## src/hdl/kpi_pkg.sv

```systemverilog
// ---------------------------------------------------------------------------
// kpi_pkg
// shared types and constants of the keyframe pose interpolator
// ---------------------------------------------------------------------------
package kpi_pkg;

	localparam int MAX_KEYS = 128;
	localparam int CH_W     = 32;
	localparam int NCH      = 5;
	localparam int ADDR_W   = $clog2(MAX_KEYS);
	localparam int CNT_W    = $clog2(MAX_KEYS + 1);
	localparam int ROW_W    = NCH * CH_W;
	localparam int DIV_W    = CH_W + 1;
	localparam int DCNT_W   = $clog2(DIV_W + 1);
	localparam logic [7:0] STEPS_RESET = 8'd90;

	typedef enum logic [1:0] {
		OP_TICK   = 2'd0,
		OP_APPEND = 2'd1,
		OP_CLEAR  = 2'd2,
		OP_START  = 2'd3
	} opcode_t;

	typedef enum logic [1:0] {
		ST_OK      = 2'd0,
		ST_FULL    = 2'd1,
		ST_REFUSED = 2'd2
	} status_t;

	typedef enum logic [2:0] {
		S_IDLE,
		S_RD_A,
		S_RD_B,
		S_CAP_B,
		S_DIV_GO,
		S_DIV_WAIT
	} state_t;

endpackage

```

## src/hdl/kpi_div.sv

```systemverilog
// ---------------------------------------------------------------------------
// kpi_div
// bit serial signed divider, truncating, by an 8 bit unsigned divisor
// ---------------------------------------------------------------------------
module kpi_div (
	input  logic                        clk,
	input  logic                        arst_n,
	input  logic                        start,
	input  logic signed [kpi_pkg::DIV_W-1:0] dividend,
	input  logic [7:0]                  divisor,
	output logic                        done,
	output logic [kpi_pkg::CH_W-1:0]    quotient
);

	logic [kpi_pkg::DIV_W-1:0]  mag_q;
	logic [7:0]                 rem_q;
	logic [7:0]                 den_q;
	logic                       neg_q;
	logic [kpi_pkg::DCNT_W-1:0] cnt_q;
	logic                       done_q;
	logic [8:0]                 rem_sh;
	logic                       fits;
	logic [kpi_pkg::DIV_W-1:0]  signed_q;

	assign rem_sh   = {rem_q, mag_q[kpi_pkg::DIV_W-1]};
	assign fits     = rem_sh >= {1'b0, den_q};
	assign signed_q = neg_q ? (~mag_q + 1'b1) : mag_q;
	assign quotient = signed_q[kpi_pkg::CH_W-1:0];
	assign done     = done_q;

	always_ff @(posedge clk or negedge arst_n) begin
		if (!arst_n) begin
			cnt_q  <= '0;
			done_q <= 1'b0;
		end else begin
			done_q <= 1'b0;
			if (start) begin
				cnt_q <= kpi_pkg::DCNT_W'(kpi_pkg::DIV_W);
			end else if (cnt_q != '0) begin
				cnt_q <= cnt_q - 1'b1;
				if (cnt_q == kpi_pkg::DCNT_W'(1)) begin
					done_q <= 1'b1;
				end
			end
		end
	end

	always_ff @(posedge clk) begin
		if (start) begin
			mag_q <= dividend[kpi_pkg::DIV_W-1] ? (~dividend + 1'b1) : dividend;
			neg_q <= dividend[kpi_pkg::DIV_W-1];
			rem_q <= '0;
			den_q <= divisor;
		end else if (cnt_q != '0) begin
			rem_q <= fits ? 8'(rem_sh - {1'b0, den_q}) : rem_sh[7:0];
			mag_q <= {mag_q[kpi_pkg::DIV_W-2:0], fits};
		end
	end

	a_done_pulse: assert property (@(posedge clk) disable iff (!arst_n)
		done |=> !done) else $error("divider done longer than one cycle");
	a_start_idle: assert property (@(posedge clk) disable iff (!arst_n)
		start |-> cnt_q == '0) else $error("divider restarted while busy");
	a_done_after: assert property (@(posedge clk) disable iff (!arst_n)
		done |-> $past(cnt_q) == kpi_pkg::DCNT_W'(1))
		else $error("divider done without last step");

endmodule

```

## config.mk

```make
export PLATFORM = sky130hd
export DESIGN_NAME = kpi_div
export DESIGN_NICKNAME = d
export VERILOG_FILES = /design/src/hdl/kpi_pkg.sv /design/src/hdl/kpi_div.sv
export SDC_FILE = /design/constraint.sdc
export NUM_CORES = 1
export LEC_CHECK = 0
export BUFFER_PORTS_ARGS = -buffer_cell sky130_fd_sc_hd__buf_2
export CAP_MARGIN = 30
export CORE_ASPECT_RATIO = 1.5
export CORE_MARGIN = 2
export CORE_UTILIZATION = 35
export CTS_CLUSTER_DIAMETER = 120
export DETAILED_ROUTE_END_ITERATION = 7
export GPL_TIMING_DRIVEN = 0
export PLACE_DENSITY = 0.51
export SYNTH_ARGS = -nofsm -noshare
export SYNTH_HDL_FRONTEND = slang
export SYNTH_SLANG_ARGS = --single-unit
```

## constraint.sdc

```tcl
create_clock -name clk -period 5.83 [get_ports clk]
set_input_delay 0.583 -clock clk [delete_from_list [all_inputs] [get_ports clk]]
set_output_delay 0.583 -clock clk [all_outputs]
set_load 0.02 [all_outputs]
```

# Word level (Yosys, flattened, before mapping)
# Cells that the tools add are included.
# classes
n_addsub	4
magnitude_cmp	1
eq_ne	1
muxes	10
bitwise_logic	2
n_reduce_logical	2
# op_table
cell	count
$mux W33	3
$add A33 B1 Y33 const B	1
$not A33 Y33	1
$add A32 B1 Y32 const B	1
$mux W32	1
$not A32 Y32	1
$mux W6	2
$ge A9 B8 Y1	1
$mux W8	1
$sub A8 B8 Y8	1
$eq A6 B1 Y1 const B	1
$reduce_bool A6 Y1	1
$sub A6 B1 Y6 const B	1
$mux W1	3
$reduce_bool A2 Y1	1
# word_totals
regBits	57
in_bits	44
elab_cells	26

# Logic depth before layout (Yosys ltp)
# Gate-level depths: netlist of run 1.
# logic_depth
word_depth	4
ltp_mapped	9
mapped_depth_nobuf	9

# Worst setup path after synthesis of run 1
# OpenSTA, ideal clock, no wires.
# synth_path
path_kind	flip-flop to output port
start	register mag_q[22] (netlist name)
end	output port quotient[30] (netlist name)
arrival_time_ns	2.148
required_time_ns	5.247
setup_slack_ns	3.099
path_stages_with_launch	7
cell_sequence	edfxtp_1 -> or4_4 -> or4_4 -> nor3b_2 -> nand2_1 -> o41ai_2 -> xnor2_1
# synth_via
elab_chain_cells	3
# synth_lines
element	line	source
from (decl)	kpi_div.sv:15	logic [kpi_pkg::DIV_W-1:0] mag_q;
from (signal assigned)	kpi_div.sv:50	mag_q <= dividend[kpi_pkg::DIV_W-1] ? (~dividend + 1'b1) : dividend;
from (signal assigned)	kpi_div.sv:56	mag_q <= {mag_q[kpi_pkg::DIV_W-2:0], fits};
$not A32 Y32	kpi_div.sv:27	assign signed_q = neg_q ? (~mag_q + 1'b1) : mag_q;
$add A32 B1 Y32	kpi_div.sv:27	
$mux W32	kpi_div.sv:27	
to (decl)	kpi_div.sv:12	output logic [kpi_pkg::CH_W-1:0] quotient
# No other way between the ends.

# Worst setup path after layout of run 1
# Ends and elaborated chain as after synthesis.

==> results.json, run 1 <==
{
  "postCtsResizedCells": 0,
  "grt_pass1_wl_um": 17300,
  "drtPass1Iterations": 4,
  "syn2layout_area_growth_pct": 21.5,
  "synth_xor_area_frac": 0.151,
  "io_buffers": 76,
  "synth-adder-area-share": 0.0432,
  "reg2reg_depth": 6,
  "synth_mux_area_frac": 0.0235,
  "final_nets": 573,
  "n_antenna_cell": 0,
  "worstSetupPathType": "reg2out",
  "fp.dieW_um": 90.6,
  "coreArea_um2": 11000,
  "final_cell_mix": "buf_2 (76), nor2_1 (45), edfxtp_1 (42)",
  "worst_pin_slew_ps": 822,
  "drv_slew": 0,
  "synth_top_area_cell": "edfxtp_1",
  "outcome": "complete, no violations",
  "route.vias.total": 3482,
  "numCtsBuffers": 9,
  "drive_above_1_share": 0.200,
  "wirelength_um": 10900,
  "finalSetupTns_ps": 0,
  "postSynthNetCount": 485,
  "cts_tree": "yes",
  "worstSetupEndpointType": "output port",
  "antenna_found_initial": 0,
  "grt.total_usage": 0.183,
  "root_buffer": "clkbuf_16",
  "ys.flop_type": "edfxtp_1",
  "synth_edf_count": 42,
  "rsz0062_at_grt": "false",
  "maxCapViolCount": 0,
  "ys_seq_elements": 57,
  "clk_path_buf_depth": 2,
  "cp-start-kind": "flip-flop",
  "wl_per_cell_um": 16.3,
  "drt_iter0_markers": 154,
  "final-hold-violation-count": 0,
  "via_per_inst": 5.21,
  "vdd_ir_drop_max_uv": 140,
  "ant_nets": 0,
  "power_density_nw_per_um2": 344,
  "gp_congestion": 0.825,
  "start_util": 0.358,
  "rows": 47,
  "synth_warnings": 0,
  "fin_util": 0.435,
  "dp.cells": 652,
  "synth_top_family_by_area": "simple AND/OR/NAND/NOR gates",
  "setup_viol": 0,
  "die-area_um2": 12100,
  "cts_setup_buffers": 0,
  "skew_ps": 8.15,
  "synthArstFlopShare": 0.123,
  "grt_max_degree": 24,
  "fmax_mhz": 298,
  "grt.overflow.total": 0,
  "place_hpwl_um": 8170,
  "min_path_type": "in2async",
  "arrival_ps": 2770,
  "period_minus_slack_ps": 3360,
  "clk_pin_slew_ps": 50,
  "cts_sinks": 57,
  "syn_area_per_cell_um2": 9.19,
  "yosysTopAreaCellShare": 0.321,
  "synth_cells": 428,
  "fin_crit_sh": 0.576,
  "syn_area_um2": 3940,
  "required_ps": 5250,
  "synth_simple_gate_area_frac": 0.180,
  "mostFrequentLayoutCell": "buf_2",
  "slew_headroom": 0.449,
  "hold_buffers": 0,
  "post-route-drc-count": 0,
  "worst-path-max-fanout": 4,
  "die_y_um": 134,
  "h-tree-depth": 3,
  "synth_area_leaders": "edfxtp_1 (32%), xnor2_1 (8.0%), xor2_1 (7.1%)",
  "ios": 77,
  "ys_seq_area_frac": 0.406,
  "finalNonFillerCells": 668,
  "first_global_vias": 3439,
  "ys_types": 46,
  "p_leak_nw": 1.91,
  "clk-insertion-delay-late_ps": 330,
  "synth_compound_area_frac": 0.159
}
## state kept, by name, indices dropped and copies added, names as in the netlist
| name | cells |
|---|---|
| cnt_q | 6 |
| den_q | 8 |
| done | 1 |
| mag_q | 33 |
| neg_q | 1 |
| rem_q | 8 |
## final timing paths
kind	start	to	slack, ps
setup reg to reg	cnt_q[3]	mag_q[10]	3310
setup / recovery	mag_q[22]	quotient[30]	2470
max in group asynchronous	arst_n	cnt_q[0]	5580
hold / removal	arst_n	cnt_q[4]	90
hold reg to reg	rem_q[7]	rem_q[7]	450
min in group clk	divisor[5]	den_q[5]	430
## Yosys cell counts (3+ instances only)
master and n:
nor3_1 7, xnor2_1 36, nand3_1 6, or3_1 4, or4_1 3, dfxtp_1 8, nor2_1 45, nand2b_1 6
o21ai_0 31, inv_1 21, nand2_1 38, xor2_1 32, clkbuf_1 14, nor4_1 8, mux2i_1 7, o41ai_1 7
edfxtp_1 42, and2_1 3, a21oi_1 38, o31ai_1 18, dfrtp_1 7, ha_1 12
## worst max-delay path, cell delays in order (launching register included)
cell and delay [ps]:
edfxtp_1 440, or4_4 580, or4_4 440, nor3b_2 210, nand2_1 110, o41ai_2 250
xnor2_1 200, buf_2 210
## per-stage QoR
step	worst slack, ps	cell area [um^2]	hold WS [ps]	power (mW)
after global placement	2620	4500	430	1.18
after CTS	2480	4780	80.0	1.66
after floorplan	3100	3940	287	1.01
final	2470	4780	88.8	1.64
after detailed placement	2760	4530	433	1.19
after global routing	2260	4780	88.7	1.75
## per-layer routing
layer / track usage / vias up / wire [um]
met5: 0 / - / 0
met4: 0.0701 / 0 / 211
met3: 0.0388 / 13 / 530
met2: 0.331 / 95 / 5740
met1: 0.210 / 1659 / 4380
li1: - / 1715 / -
## where the power goes
group | switching, mW | internal (mW)
clock network | 0.180 | 0.282
logic | 0.332 | 0.250
registers | 0.0773 | 0.522
total | 0.589 | 1.05
## cell type report
cell class | count | area, um^2
Inverter | 21 | 78.8
Clock inverter | 5 | 22.5
Multi-Input combinational cell | 333 | 2190
Fill cell | 1143 | 6210
Clock buffer | 11 | 233
Sequential cell | 57 | 1600
Tap cell | 147 | 184
Timing Repair Buffer | 77 | 408
Buffer | 17 | 67.6
## kinds of logic (layout without fill, tap and decap cells)
| kind of cell | Yosys count | after routing |
|---|---|---|
| xor+xnor | 68 | 68 |
| mux | 9 | 9 |
| buf+inv | 38 | 131 |
| simple gates | 140 | 140 |
| compound gates | 103 | 103 |
| fa+ha+maj | 13 | 13 |
| flops | 57 | 57 |
Note: power is estimated with default switching activity, not from simulation.
==> inputs of run 2 (changes only) <==
--- a/config.mk
+++ b/config.mk
@@ -5,6 +5,7 @@
 export SDC_FILE = /design/constraint.sdc
 export NUM_CORES = 1
 export LEC_CHECK = 0
+export ABC_AREA = 1
 export BUFFER_PORTS_ARGS = -buffer_cell sky130_fd_sc_hd__buf_2
 export CAP_MARGIN = 30
 export CORE_ASPECT_RATIO = 1.5
@@ -13,7 +14,7 @@
 export CTS_CLUSTER_DIAMETER = 120
 export DETAILED_ROUTE_END_ITERATION = 7
 export GPL_TIMING_DRIVEN = 0
-export PLACE_DENSITY = 0.51
+export PLACE_DENSITY = 0.5
 export SYNTH_ARGS = -nofsm -noshare
 export SYNTH_HDL_FRONTEND = slang
 export SYNTH_SLANG_ARGS = --single-unit
==> constraint.sdc (replaced) <==
create_clock -name clk -period 3.3 [get_ports clk]
set_input_delay 0.33 -clock clk [delete_from_list [all_inputs] [get_ports clk]]
set_output_delay 0.33 -clock clk [all_outputs]
set_load 0.02 [all_outputs]
==> results.json, run 2 <==
{
  "wl_per_cell_um": 15.2,
  "io_buffers": 76,
  "ios": 77,
  "clk_pin_slew_ps": 50,
  "required_ps": 2970,
  "synth_area_leaders": "edfxtp_1 (27%), nand2_1 (15%), nand3_1 (8.6%)",
  "die-area_um2": 14300,
  "final_nets": 823,
  "ys.flop_type": "edfxtp_1",
  "route.vias.total": 4666,
  "cts_tree": "yes",
  "reg.largest.list": "mag_q x33, den_q x8, rem_q x8",
  "syn_area_um2": 4670,
  "regMostFlops": "mag_q",
  "cp_slowest_stage_delay_ps": 410,
  "worst_pin_slew_ps": 712,
  "synth_edf_count": 42,
  "worstSetupEndpointType": "output port",
  "ys_top_cells_by_count": "nand2_1 (183), inv_1 (91), nand3_1 (80)",
  "fmax_mhz": 376,
  "route.top_layer_used": "met4",
  "power.total_mw": 3.50,
  "first_global_vias": 4604,
  "skew_ps": 5.25,
  "nFillCells": 1427,
  "setup_viol": 0,
  "drive_above_1_share": 0.167,
  "worst-path-buf-inv": 2,
  "finalNonFillerCells": 930,
  "wl_met2_um": 7570,
  "worstPathCellList": "inv_1 -> ha_1 -> nand4_1 -> nor2_2 -> nand2_1 -> nand2_1 -> o21ai_0 -> xor2_1 -> buf_2",
  "final_cell_mix": "nand2_1 (183), inv_1 (91), buf_2 (80), nand3_1 (80), nor2_1 (70)",
  "postSynthNetCount": 734,
  "root_buffer": "clkbuf_16",
  "ant_nets": 0,
  "rsz0062_at_grt": "false",
  "numCtsBuffers": 9,
  "finalHoldWorstSlack_ps": 181,
  "period_minus_slack_ps": 2660,
  "post-route-drc-count": 0,
  "arrival_ps": 2330,
  "n_antenna_cell": 0,
  "ys_types": 44,
  "final-hold-violation-count": 0,
  "dp.cells": 913,
  "clk-insertion-delay-late_ps": 320,
  "p_leak_nw": 2.70,
  "grt.total_usage": 0.199,
  "synth_most_common_cell": "nand2_1",
  "drv_slew": 0,
  "worstSetupPathType": "reg2out",
  "synth_top_area_cell": "edfxtp_1",
  "power_density_nw_per_um2": 632,
  "grt.overflow.total": 0,
  "ys_seq_elements": 57,
  "outcome": "complete, no violations",
  "r2r_slack_ps": 1160,
  "drt_iter0_markers": 156,
  "via_per_inst": 5.02,
  "clk_path_buf_depth": 2,
  "h-tree-depth": 3,
  "antenna_found_initial": 0,
  "wl_met3_um": 459,
  "syn2layout_area_growth_pct": 18.7,
  "slew_headroom": 0.525,
  "cts_sinks": 57,
  "maxCapViolCount": 0,
  "finalSetupTns_ps": 0,
  "cp_top_family": "simple AND/OR/NAND/NOR gates",
  "min_path_type": "in2reg",
  "wirelength_um": 14100,
  "worst-path-max-fanout": 4,
  "cpMostUsedCell": "nand2_1",
  "ys_seq_area_frac": 0.342,
  "vdd_ir_drop_max_uv": 233,
  "synth_warnings": 0,
  "syn_area_per_cell_um2": 6.89,
  "grt_max_degree": 23,
  "start_util": 0.359,
  "coreArea_um2": 13000,
  "largest_reg_flops": 33,
  "drtPass1Iterations": 5,
  "grt_pass1_wl_um": 22500,
  "mostFrequentLayoutCell": "nand2_1",
  "synthArstFlopShare": 0.123,
  "drt-met1-wl_um": 5630,
  "die_y_um": 145,
  "rows": 51,
  "fin_crit_sh": 0.805,
  "gp_congestion": 0.855,
  "place_hpwl_um": 11600,
  "yosysTopAreaCellShare": 0.270,
  "fp.dieW_um": 98.3,
  "postCtsResizedCells": 0,
  "cp_slowest_cell": "edfxtp_1",
  "cp-start-kind": "flip-flop",
  "synth_cells": 677
}
==> run 2: cell count changes in the layout (fill, tap and decap cells not counted), moves of 25 or more <==
| cell | before | now |
|---|---|---|
| nor2_1 | 45 | 70 |
| inv_1 | 21 | 91 |
| xnor2_1 | 36 | 8 |
| nand3_1 | 6 | 80 |
| nand2_1 | 38 | 183 |
| a21oi_1 | 38 | 8 |
==> run 2: layer usage <==
metal	vias up	GRT usage
met4	0	0.0815
met1	2141	0.217
met2	105	0.380
li1	2397	-
met3	23	0.0274
met5	-	0
==> run 2: through the flow <==
stage,util,setup WS (ps),cell area (um^2)
floorplan,-,1280,4670
global placement,0.403,731,5250
detailed placement,0.405,1020,5270
CTS,0.426,658,5540
global route,0.426,473,5540
finish,0.426,642,5540
==> run 2: cell type report <==
| type | count | area (um^2) | share of cell area |
|---|---|---|---|
| plain buffers | 16 | 80.1 | 0.0145 |
| clock buffers | 11 | 233 | 0.0420 |
| clock inverters | 5 | 22.5 | 0.00407 |
| inverters | 94 | 353 | 0.0637 |
| multi-input cells | 510 | 2640 | 0.476 |
| flip-flops and latches | 57 | 1600 | 0.288 |
| well taps | 159 | 199 | 0.0359 |
| repair buffers | 78 | 418 | 0.0754 |
==> run 2: cell families (layout without fill, tap and decap cells) <==
family,Yosys count,count (layout),share of synthesized area
flip-flops,57,57,0.342
adder cells (fa/ha/maj),13,13,0.0365
AND/OR/NAND/NOR,388,388,0.375
XOR/XNOR,35,35,0.0657
AO/OA/AOI/OAI,74,74,0.0882
buffers and inverters,110,204,0.0928
==> run 2: worst paths after layout <==
kind	endpoint	depth (start not counted)	startpoint
max	quotient[12]	9	mag_q[0]
min	den_q[2]	1	divisor[2]
max reg2reg	mag_q[32]	8	cnt_q[0]
min reg2reg	rem_q[6]	2	rem_q[6]
max in group asynchronous	cnt_q[3]	2	arst_n
min in group asynchronous	done	2	arst_n
==> run 2: what timing repair did <==
| item | in CTS | in global routing |
|---|---|---|
| hold buffers | 1 | 0 |
| endpoints found under the hold margin | 7 | 0 |
| setup buffers | 0 | 0 |
==> run 2: power by group <==
group / internal (mW) / total, mW / switching (mW)
Combinational: 0.574 / 1.58 / 1.01
Clock: 0.498 / 0.804 / 0.307
Sequential: 0.966 / 1.11 / 0.147
